==> src/rtl/assert_macros.svh <==
// Assertion macros for the grid broad-phase RTL.
`ifndef ASSERT_MACROS_SVH
`define ASSERT_MACROS_SVH

// Checked on every clock edge outside reset.
`define UGB_ASSERT(lbl, prop, msg) \
	lbl: assert property (@(posedge clk) disable iff (!arst_n) (prop)) else $error(msg);

// Checked on every clock edge, reset included.
`define UGB_ASSERT_ALWAYS(lbl, prop, msg) \
	lbl: assert property (@(posedge clk) (prop)) else $error(msg);

`endif

==> src/rtl/ugb_pkg.sv <==
// Package of types and constants for the uniform grid broad-phase block.
package ugb_pkg;

	// Default sizes of the grid and its stores.
	localparam int unsigned GRID_CELLS_DEF  = 64;
	localparam int unsigned MAX_OBJECTS_DEF = 64;
	localparam int unsigned MAX_ENTRIES_DEF = 1024;

	// Fixed widths of the cell coordinate and object index fields, and the reset cell width.
	localparam int unsigned COORD_W = 8;
	localparam int unsigned OBJ_W   = 6;
	localparam logic [4:0]  CWL_RESET = 5'd10;

	typedef enum logic [1:0] {
		MODE_ADD = 2'd0,
		MODE_FIN = 2'd1,
		MODE_QRY = 2'd2,
		MODE_CLR = 2'd3
	} mode_t;

	typedef enum logic [2:0] {
		ST_OK        = 3'd0,
		ST_OFF_GRID  = 3'd1,
		ST_FULL      = 3'd2,
		ST_OVERFLOW  = 3'd3,
		ST_NOT_BUILT = 3'd4
	} status_t;

	typedef struct packed {
		mode_t              mode;
		logic signed [23:0] center_x;
		logic signed [23:0] center_y;
		logic [21:0]        extent_right;
		logic [21:0]        extent_left;
		logic [21:0]        extent_up;
		logic [21:0]        extent_down;
		logic [21:0]        radius;
	} req_t;

	typedef struct packed {
		logic [OBJ_W-1:0] object_index;
		logic             hit;
		status_t          status;
		logic             last;
	} rsp_t;

	// Inclusive cell box of an object or a query.
	typedef struct packed {
		logic [COORD_W-1:0] x1;
		logic [COORD_W-1:0] x2;
		logic [COORD_W-1:0] y1;
		logic [COORD_W-1:0] y2;
	} box_t;

endpackage

==> src/rtl/ugb_ram.sv <==
// Simple dual-port synchronous RAM with a registered read port.
module ugb_ram import ugb_pkg::*; #(
	parameter int unsigned WIDTH = 8,
	parameter int unsigned DEPTH = 64,
	localparam int unsigned AW = (DEPTH > 1) ? $clog2(DEPTH) : 1
) (
	input  logic             clk,
	input  logic             we,
	input  logic [AW-1:0]    waddr,
	input  logic [WIDTH-1:0] wdata,
	input  logic [AW-1:0]    raddr,
	output logic [WIDTH-1:0] rdata
);

	logic [WIDTH-1:0] mem [DEPTH];

	// One write and one registered read per cycle.
	always_ff @(posedge clk) begin
		if (we) begin
			mem[waddr] <= wdata;
		end
		rdata <= mem[raddr];
	end

endmodule

==> config.mk <==
export PLATFORM = sky130hd
export DESIGN_NAME = ugb_ram
export DESIGN_NICKNAME = d
export VERILOG_FILES = /design/src/rtl/assert_macros.svh /design/src/rtl/ugb_pkg.sv /design/src/rtl/ugb_ram.sv
export SDC_FILE = /design/constraint.sdc
export NUM_CORES = 1
export LEC_CHECK = 0
export BUFFER_PORTS_ARGS = -buffer_cell sky130_fd_sc_hd__buf_2
export CAP_MARGIN = 20
export CELL_PAD_IN_SITES_DETAIL_PLACEMENT = 0
export CELL_PAD_IN_SITES_GLOBAL_PLACEMENT = 1
export CORE_UTILIZATION = 25
export CTS_CLUSTER_DIAMETER = 30
export DETAILED_ROUTE_END_ITERATION = 7
export HOLD_SLACK_MARGIN = 0.06
export MAX_ROUTING_LAYER = met4
export PLACE_DENSITY_LB_ADDON = 0.12
export SYNTH_ARGS = -nofsm -noshare
export SYNTH_HDL_FRONTEND = slang
export SYNTH_SLANG_ARGS = --single-unit
==> constraint.sdc <==
create_clock -name clk -period 2.1 [get_ports clk]
set_input_delay 0.42 -clock clk [delete_from_list [all_inputs] [get_ports clk]]
set_output_delay 0.42 -clock clk [all_outputs]
set_load 0.005 [all_outputs]
==> out/metrics.csv <==
metric,value,unit
postCtsSetupBuffers,0,
instances_no_fill,2374,
dp_hpwl,36500,um
clk_latency,0.66,ns
synthCells,940,
portBuffers,29,
grt_pass1_wl,81100,um
gp_congestion,0.763,
finClkSkew,0.0215,ns
post-route-drc-count,0,
status,finished clean,
swShare,21.4,%
clk_pin_slew,0.05,ns
start_util,25.4,%
core,79400,sq um
ff2ff_path_depth,5,
ctsResizeCount,1,
tightestPinTransition,0.757,ns
switchingPower,6.64,mW
fp-row-count,103,
finalWorstSetupSlack,0.0450,ns
cts_tree,done,
synth_top_area_share,76.2,%
cts.sinks,520,
grt_usage,14.5,%
cts_made_buffers,119,
dieArea,81800,sq um
p_leak,9.00,nW
wirelength,56500,um
dr_total_vias,10400,
yosysUniqueCellTypes,40,
slew_viol_final,0,
p_int,24.4,mW
whs_path_depth,1,
final_hold_viol_count,0,
required,2.64,ns
root_buffer,clkbuf_16,
ioPinCount,30,
grt_max_degree,65,
drive_above_1_share,41.1,%
synth_most_common_cell,edfxtp_1,
critPathLaunchType,flop,
synthTopCellsByCount,"512 x edfxtp_1, 126 x mux4_2, 83 x nor2_1",
first_pass_iters,4,
powerDensity,1150,nW/um^2
place_ws,-0.624,ns
htreeDepth,3,
synthesis.nets,962,
relSlewSlack,49.5,%
syn_area,20200,sq um
seq_power_share,37.3,%
hp-class,in2reg,
rsz0062_at_grt,no,
maxCapViolCount,0,
ys.flop_type,edfxtp_1,
comb_power_share,4.2,%
synthTopCellsByArea,"edfxtp_1 76%, mux4_2 14%, nor2_1 1.5%",
fillers,7616,
ys_seq_area_share,77.0,%
synth_edf_count,512,
drtAntennaViolNets,0,
grt_pass1_vias,11200,
die_y,286,um
place_area,22900,sq um
async_reset_ff_share,0,%
path_max_fanout,1,
pwr-share-clk,58.5,%
antenna_found_initial,1,
arrival,2.59,ns
critPathCaptureType,flop,
postCtsHoldBufs,0,
drt-initial-drc-count,641,
synth_largest_area_cell,edfxtp_1,
syn_area_per_cell,21.5,sq um
clock.fmax,487,MHz
dpl.cell_count,2149,
die_width,286,um
min_period_over_period,97.9,%
fin_crit,2.06,ns
design_area,27000,sq um
syn_to_final_growth,33.7,%
viasPerCell,4.36,
yosys_register_bits,520,
yosysWarnings,0,
cts_buffer_depth,3,
wire_per_inst,23.8,um
grt_overflow,0,
nets,1242,
path_class,reg2reg,
irDropWorstVdd,0.660,mV
setup_viol,0,
final timing paths:
check | startpoint | to | slack, ns
max | mem[15][2] | rdata[2] | 0.04
min | wdata[3] | mem[53][3] | 0.18
max reg2reg | mem[15][2] | rdata[2] | 0.04
min reg2reg | mem[30][4] | rdata[4] | 0.85
routing by layer:
layer,vias to the layer above,part of all wire [%],GRT usage (%)
met4,0,1.7,4.49
li1,4553,-,-
met1,5479,47,19.3
met2,239,47,22.1
met3,85,4.5,2.86
met5,-,0,-
flip-flops by register name, indices dropped and copies added, names as in the netlist:
register  count
mem         512
rdata         8
per-stage QoR:
stage / hold WS (ns) / util, % / setup TNS, ns / power, mW
after detailed placement: 0.846 / 28.9 / -3.56 / 13.1
after floorplan: 0.519 / - / 0 / 12.3
final: 0.180 / 34.0 / 0 / 31.0
after global routing: 0.170 / 34.0 / 0 / 32.0
after CTS: 0.161 / 34.0 / 0 / 31.5
after global placement: 0.817 / 28.9 / -3.79 / 13.1
cell usage in the layout (no fill, tap or decap), drive strengths merged, types with 14 or more instances in the layout:
cell	count
edfxtp	512
buf	210
clkbuf	128
mux4	126
nor2	83
clkinv	55
mux2i	23
nand2	19
clkinvlp	16
bufinv	16
nor2b	14
critical path, stage by stage (launching register included):
cell and delay [ns]:
edfxtp_1 0.35, mux4_2 0.54, mux4_2 0.48, nor2_1 0.28
nor3_1 0.15, o2bb2ai_1 0.15
cell families (layout without fill, tap and decap cells):
kind of cell           after synthesis  count (layout)  synth area share [%]
other                                0               2                     0
buffers and inverters               51             433                  1.57
DFF                                520             520                  77.0
AOI/OAI and AO/OA                   54              54                  2.07
and+or+nand+nor                    153             153                  3.39
muxes                              162             162                  15.9
power by group through the flow:
stage                     registers [mW]  clock network (mW)  logic [mW]
after floorplan                     11.7                   0       0.612
after global placement              11.8                   0        1.34
after detailed placement            11.7                   0        1.35
after CTS                           11.6                18.6        1.35
after global routing                11.6                19.1        1.41
final                               11.6                18.1        1.30
cell type report:
class / instances / area [sq um] / area share [%]
flip-flops and latches: 520 / 15500 / 57.6
clock inverters: 95 / 1020 / 3.77
repair buffers: 210 / 1770 / 6.56
clock buffers: 128 / 3010 / 11.2
multi-input cells: 369 / 4320 / 16.0
diodes: 2 / 5.00 / 0.0186
well taps: 1050 / 1310 / 4.87
Note: power is estimated with default switching activity, not from simulation.
