==> src/rtl/assert_macros.svh <==
// Assertion macros for the grid broad-phase RTL.
`ifndef ASSERT_MACROS_SVH
`define ASSERT_MACROS_SVH

// Checked on every clock edge outside reset.
`define UGB_ASSERT(lbl, prop, msg) \
	lbl: assert property (@(posedge clk) disable iff (!arst_n) (prop)) else $error(msg);

// Checked on every clock edge, reset included.
`define UGB_ASSERT_ALWAYS(lbl, prop, msg) \
	lbl: assert property (@(posedge clk) (prop)) else $error(msg);

`endif

==> src/rtl/ugb_pkg.sv <==
// Package of types and constants for the uniform grid broad-phase block.
package ugb_pkg;

	// Default sizes of the grid and its stores.
	localparam int unsigned GRID_CELLS_DEF  = 64;
	localparam int unsigned MAX_OBJECTS_DEF = 64;
	localparam int unsigned MAX_ENTRIES_DEF = 1024;

	// Fixed widths of the cell coordinate and object index fields, and the reset cell width.
	localparam int unsigned COORD_W = 8;
	localparam int unsigned OBJ_W   = 6;
	localparam logic [4:0]  CWL_RESET = 5'd10;

	typedef enum logic [1:0] {
		MODE_ADD = 2'd0,
		MODE_FIN = 2'd1,
		MODE_QRY = 2'd2,
		MODE_CLR = 2'd3
	} mode_t;

	typedef enum logic [2:0] {
		ST_OK        = 3'd0,
		ST_OFF_GRID  = 3'd1,
		ST_FULL      = 3'd2,
		ST_OVERFLOW  = 3'd3,
		ST_NOT_BUILT = 3'd4
	} status_t;

	typedef struct packed {
		mode_t              mode;
		logic signed [23:0] center_x;
		logic signed [23:0] center_y;
		logic [21:0]        extent_right;
		logic [21:0]        extent_left;
		logic [21:0]        extent_up;
		logic [21:0]        extent_down;
		logic [21:0]        radius;
	} req_t;

	typedef struct packed {
		logic [OBJ_W-1:0] object_index;
		logic             hit;
		status_t          status;
		logic             last;
	} rsp_t;

	// Inclusive cell box of an object or a query.
	typedef struct packed {
		logic [COORD_W-1:0] x1;
		logic [COORD_W-1:0] x2;
		logic [COORD_W-1:0] y1;
		logic [COORD_W-1:0] y2;
	} box_t;

endpackage

==> src/rtl/ugb_box_calc.sv <==
// Maps a centre and four extents onto an inclusive cell box.
module ugb_box_calc import ugb_pkg::*; #(
	parameter int unsigned GRID_CELLS = GRID_CELLS_DEF
) (
	input  logic [4:0]         cwl,
	input  logic signed [23:0] cx,
	input  logic signed [23:0] cy,
	input  logic [21:0]        er,
	input  logic [21:0]        el,
	input  logic [21:0]        eu,
	input  logic [21:0]        ed,
	output box_t               box,
	output logic               in_grid
);

	localparam int unsigned HALF = GRID_CELLS / 2;

	logic [5:0]         sh;
	logic signed [25:0] vx1, vx2, vy1, vy2;
	logic [26:0]        cx1, cx2, cy1, cy2;

	// Floor division by the cell width, then offset to the grid origin.
	function automatic logic [26:0] to_cell(input logic signed [25:0] v,
	                                        input logic [5:0] s);
		logic signed [25:0] q;
		q = v >>> s;
		return {q[25], q} + 27'(HALF);
	endfunction

	function automatic logic on_grid(input logic [26:0] c);
		return !c[26] && (c[25:0] < 26'(GRID_CELLS));
	endfunction

	// Box edges in raw coordinate steps.
	always_comb begin
		sh  = {1'b0, cwl} + 6'd8;
		vx1 = {{2{cx[23]}}, cx} - {4'b0, el};
		vx2 = {{2{cx[23]}}, cx} + {4'b0, er};
		vy1 = {{2{cy[23]}}, cy} - {4'b0, ed};
		vy2 = {{2{cy[23]}}, cy} + {4'b0, eu};
		cx1 = to_cell(vx1, sh);
		cx2 = to_cell(vx2, sh);
		cy1 = to_cell(vy1, sh);
		cy2 = to_cell(vy2, sh);
	end

	assign box.x1  = cx1[COORD_W-1:0];
	assign box.x2  = cx2[COORD_W-1:0];
	assign box.y1  = cy1[COORD_W-1:0];
	assign box.y2  = cy2[COORD_W-1:0];
	assign in_grid = on_grid(cx1) && on_grid(cx2) && on_grid(cy1) && on_grid(cy2);

endmodule
==> config.mk <==
export PLATFORM = sky130hd
export DESIGN_NAME = ugb_box_calc
export DESIGN_NICKNAME = d
export VERILOG_FILES = /design/src/rtl/assert_macros.svh /design/src/rtl/ugb_pkg.sv /design/src/rtl/ugb_box_calc.sv
export SDC_FILE = /design/constraint.sdc
export NUM_CORES = 1
export LEC_CHECK = 0
export ABC_AREA = 1
export BUFFER_PORTS_ARGS = -buffer_cell sky130_fd_sc_hd__buf_2
export CAP_MARGIN = 10
export CELL_PAD_IN_SITES_DETAIL_PLACEMENT = 1
export CELL_PAD_IN_SITES_GLOBAL_PLACEMENT = 1
export CORE_MARGIN = 2
export CORE_UTILIZATION = 41
export DETAILED_ROUTE_END_ITERATION = 8
export GPL_TIMING_DRIVEN = 0
export PLACE_DENSITY_LB_ADDON = 0.25
export SYNTH_ARGS = -nofsm -noshare
export SYNTH_HDL_FRONTEND = slang
export SYNTH_SLANG_ARGS = --single-unit
==> constraint.sdc <==
create_clock -name vclk -period 7.3
set_input_delay 1.46 -clock vclk [all_inputs]
set_output_delay 1.46 -clock vclk [all_outputs]
set_load 0.01 [all_outputs]
==> results of run 1 <==
## final cells by class
class	instances	area [sq um]	area share [%]
multi-input cells	2723	15500	78.3
inverters	518	1960	9.95
repair buffers	208	1140	5.76
well taps	518	648	3.28
plain buffers	111	527	2.67
diodes	2	5.00	0.0254
## cell usage after synthesis (4+ instances only)
cell type,count
nand3_1,642
fa_1,4
nand2_2,55
o21ai_0,45
xnor2_1,6
nand3b_1,17
xor2_1,12
a21oi_1,91
buf_2,63
nand3_2,56
a31oi_1,14
nor2_4,16
nand2_4,8
nor3_1,6
ha_1,93
or2_2,4
clkinv_1,6
inv_2,36
nand4_1,59
nor2_2,35
nor3_2,5
nor2_1,242
a311o_1,4
inv_1,474
o21bai_1,8
o21ai_1,12
o211ai_1,15
clkbuf_1,15
o22ai_1,4
buf_1,27
nand2_1,1239
buf_4,4
## per-layer routing
metal,vias to the layer above,share of wire [%]
li1,11200,-
met1,12300,37
met2,1859,43
met3,676,11
met4,0,8.4
met5,-,0
## repair_timing
item / CTS / global route
cloned: 0 / 0
hold endpoints to repair: 0 / 0
pin swaps: 18 / 80
resized for setup: 87 / 361
setup buffers: 11 / 27
hold buffers: 0 / 0
setup endpoints to repair: 1 / 1
## logic make-up after synthesis
| group | count (synthesis) | share of synthesized area, % |
|---|---|---|
| simple gates | 2399 | 68.2 |
| compound gates | 209 | 7.59 |
| buf+inv | 629 | 15.4 |
| fa+ha+maj | 97 | 7.77 |
| xor+xnor | 18 | 0.984 |
## final timing paths
kind / startpoint / to / slack (ps) / cells past startpoint
worst max-delay path: cx[0] / in_grid / -270 / 33
worst min-delay path: cy[22] / box[0] / 3670 / 5
## stage by stage
stage	cell area (sq um)	worst slack [ps]	TNS [ps]	hold slack (ps)
finish	19700	-272	-272	3670
global route	19700	-400	-400	3660
CTS	17900	1.92	0	3700
detailed placement	17500	-702	-702	3680
global placement	17500	-598	-598	3690
floorplan	16000	806	0	3290
==> flow_metrics.tcl, run 1 <==
set metrics [dict create \
    status "finished, violations left" \
    wl_per_cell_microns 25.4 \
    crit_slowest_cell "or4_4" \
    grt_util_met1_pct 53.9 \
    clock.fmax_mhz 132 \
    vias 26000 \
    drv_cap 0 \
    nFillCells 5949 \
    synth_cells 3352 \
    gp_congestion 1.03 \
    critPathMaxStageDelay_ps 550 \
    avgSynthCellArea_sq_um 4.78 \
    fin_util_pct 51.2 \
    via_per_inst 6.38 \
    die_x_microns 202 \
    yosysTopAreaCell "nand2_1" \
    synth_area_leaders "nand2_1 29%, nand3_1 20%, inv_1 11%" \
    worst_path_most_repeated_cell "nand3_2" \
    die_y_microns 202 \
    numPortBuffers 170 \
    synth_top_area_share_pct 29.0 \
    antenna_found_initial 3 \
    seq_area_frac_synth_pct 0 \
    seq_cells 0 \
    cp-start-kind "input pin" \
    final_cell_mix "1,142 x nand2_1, 559 x nand3_1, 464 x inv_1" \
    syn-cell-area_sq_mm 0.0160 \
    final_cells 4080 \
    relSlewSlack_pct 10.5 \
    min_path_type "in -> out" \
    busiest_layer "met2" \
    die-area_sq_mm 0.0407 \
    ff_latch_area_sq_um 0 \
    hpwlAfterDp_microns 76700 \
    violations "setup timing" \
    met3_usage_pct 6.40 \
    wl_microns 104000 \
    start_util_pct 41.5 \
    ant_nets 0 \
    drc 0 \
    io_pins 174 \
    crit_path_end_kind "output pin" \
    gr-usage-all-layers_pct 43.3 \
    finish.net_count 3800 \
    finalCritPeriodShare_pct 104 \
    place_inst 4040 \
    grt_pass1_wl_microns 139000 \
    worstMarginPinSlew_ps 1340 \
    core_sq_mm 0.0386 \
    synth_cell_types 53 \
    grt_max_degree 11 \
    required_ps 5840 \
    finalMaxSlewViolations 0 \
    ys_warn_count 0 \
    grt_remaining_overflow 0 \
    final.clkbuf_count 0 \
    path_class "in -> out" \
    critical-path-top-delay-family "simple AND/OR/NAND/NOR gates" \
    grt_use_met2_pct 72.5 \
    arrival_ps 6110 \
    drtIter0Drc 3093 \
    fp-row-count 72 \
    crit_path_max_fanout 4 \
    hold_viol_final 0 \
    layout_setup_ws_ps -272 \
    area_delta_synth_final_pct 23.2 \
    grt_pass1_vias 25100 \
    drtPass1Iterations 6 \
    cp_num_buf_inv 5 \
    final_common_cell "nand2_1" \
    syn_nets 3590 \
    setup_violations 1 \
    period_minus_slack_ps 7570 \
    drive_gt1_share_pct 23.7 \
]
==> run 2, diff against run 1 <==
--- a/config.mk
+++ b/config.mk
@@ -15,6 +15,7 @@
 export DETAILED_ROUTE_END_ITERATION = 8
 export GPL_TIMING_DRIVEN = 0
 export PLACE_DENSITY_LB_ADDON = 0.25
+export RECOVER_POWER = 25
 export SYNTH_ARGS = -nofsm -noshare
 export SYNTH_HDL_FRONTEND = slang
 export SYNTH_SLANG_ARGS = --single-unit
==> run 2 against run 1 <==
Compared with the run above: the flow still finishes with violations (setup timing); cell area is essentially flat; sequential cell count is the same; non-clock buffer count is the same; sequential share of layout area is the same; global-route usage is the same; clock-buffer cell count is the same; largest cell class unchanged; core utilization is essentially flat.
==> flow_metrics.tcl, run 2 (same netlist as run 1, synthesis figures left out) <==
set metrics [dict create \
    status "finished, violations left" \
    violations "setup timing" \
    vias 26100 \
    crit_path_max_fanout 4 \
    start_util_pct 41.5 \
    path_class "in -> out" \
    ant_nets 0 \
    fp-row-count 72 \
    core_sq_mm 0.0386 \
    hold_buffers 0 \
    ff_latch_area_sq_um 0 \
    final.clkbuf_count 0 \
    grt_remaining_overflow 0 \
    finalMaxSlewViolations 0 \
    place_inst 4040 \
    final_cell_mix "1,142 x nand2_1, 559 x nand3_1, 464 x inv_1" \
    critPathMaxStageDelay_ps 550 \
    clock.fmax_mhz 132 \
    drv_cap 0 \
    crit_path_end_kind "output pin" \
    worstMarginPinSlew_ps 1390 \
    cp-start-kind "input pin" \
    nFillCells 5950 \
    critical-path-top-delay-family "simple AND/OR/NAND/NOR gates" \
    gp_congestion 1.03 \
    hpwlAfterDp_microns 76700 \
    finalCritPeriodShare_pct 104 \
    cp_num_buf_inv 5 \
    grt_pass1_wl_microns 139000 \
    final_cells 4081 \
    crit_slowest_cell "or4_4" \
    gr-usage-all-layers_pct 43.3 \
    grt_max_degree 11 \
    required_ps 5840 \
    drive_gt1_share_pct 23.7 \
    wl_microns 104000 \
    drtIter0Drc 3111 \
    finish.net_count 3800 \
    io_pins 174 \
    drc 0 \
    critical_path_depth 33 \
    hold_viol_final 0 \
    die-area_sq_mm 0.0407 \
    arrival_ps 6140 \
    min_path_type "in -> out" \
    drtPass1Iterations 6 \
    hold_ws_ps 3660 \
    setup_violations 1 \
    via_per_inst 6.39 \
    relSlewSlack_pct 6.57 \
    min_path_cells 5 \
    seq_cells 0 \
    die_x_microns 202 \
    area_delta_synth_final_pct 23.2 \
    numPortBuffers 170 \
    final_common_cell "nand2_1" \
    tns_ps -298 \
    antenna_found_initial 3 \
    die_y_microns 202 \
    grt_pass1_vias 25100 \
    multi_input_area_sq_mm 0.0155 \
    wl_per_cell_microns 25.4 \
    period_minus_slack_ps 7600 \
    fin_util_pct 51.2 \
    worst_path_most_repeated_cell "nand3_2" \
    layout_setup_ws_ps -298 \
]
-- run 2: per-layer routing --
metal  wire length, microns  share of wire (%)  global-route usage [%]  vias to the layer above
li1                       -                  -                       -                    11200
met1                  38600                 37                    53.9                    12300
met2                  44700                 43                    72.5                     1905
met3                  11600                 11                    6.40                      667
met4                   8670                8.4                    22.1                        0
met5                      0                  0                       0                        -
-- run 2: path summary, 6_finish.rpt --
| check | end | start | slack (ps) |
|---|---|---|---|
| worst max-delay path | in_grid | cx[0] | -300 |
| worst min-delay path | box[0] | cy[22] | 3660 |
-- run 2: area by class of cell --
| cell class | count | share of cell area, % |
|---|---|---|
| Multi-Input combinational cell | 2723 | 78.3 |
| Inverter | 518 | 9.95 |
| Timing Repair Buffer | 208 | 5.75 |
| Buffer | 111 | 2.67 |
| Tap cell | 518 | 3.28 |
| Antenna cell | 3 | 0.0380 |
-- run 2: timing repair --
item,4_1_cts,5_1_grt
buffers inserted,11,27
gates resized for setup,87,361
pin swaps,18,80
setup endpoints to repair,1,1
-- run 2: through the flow --
step	cell area, sq um	setup WS (ps)
floorplan	16000	806
detailed placement	17500	-702
global route	19700	-400
CTS	17900	1.92
finish	19700	-298
global placement	17500	-598
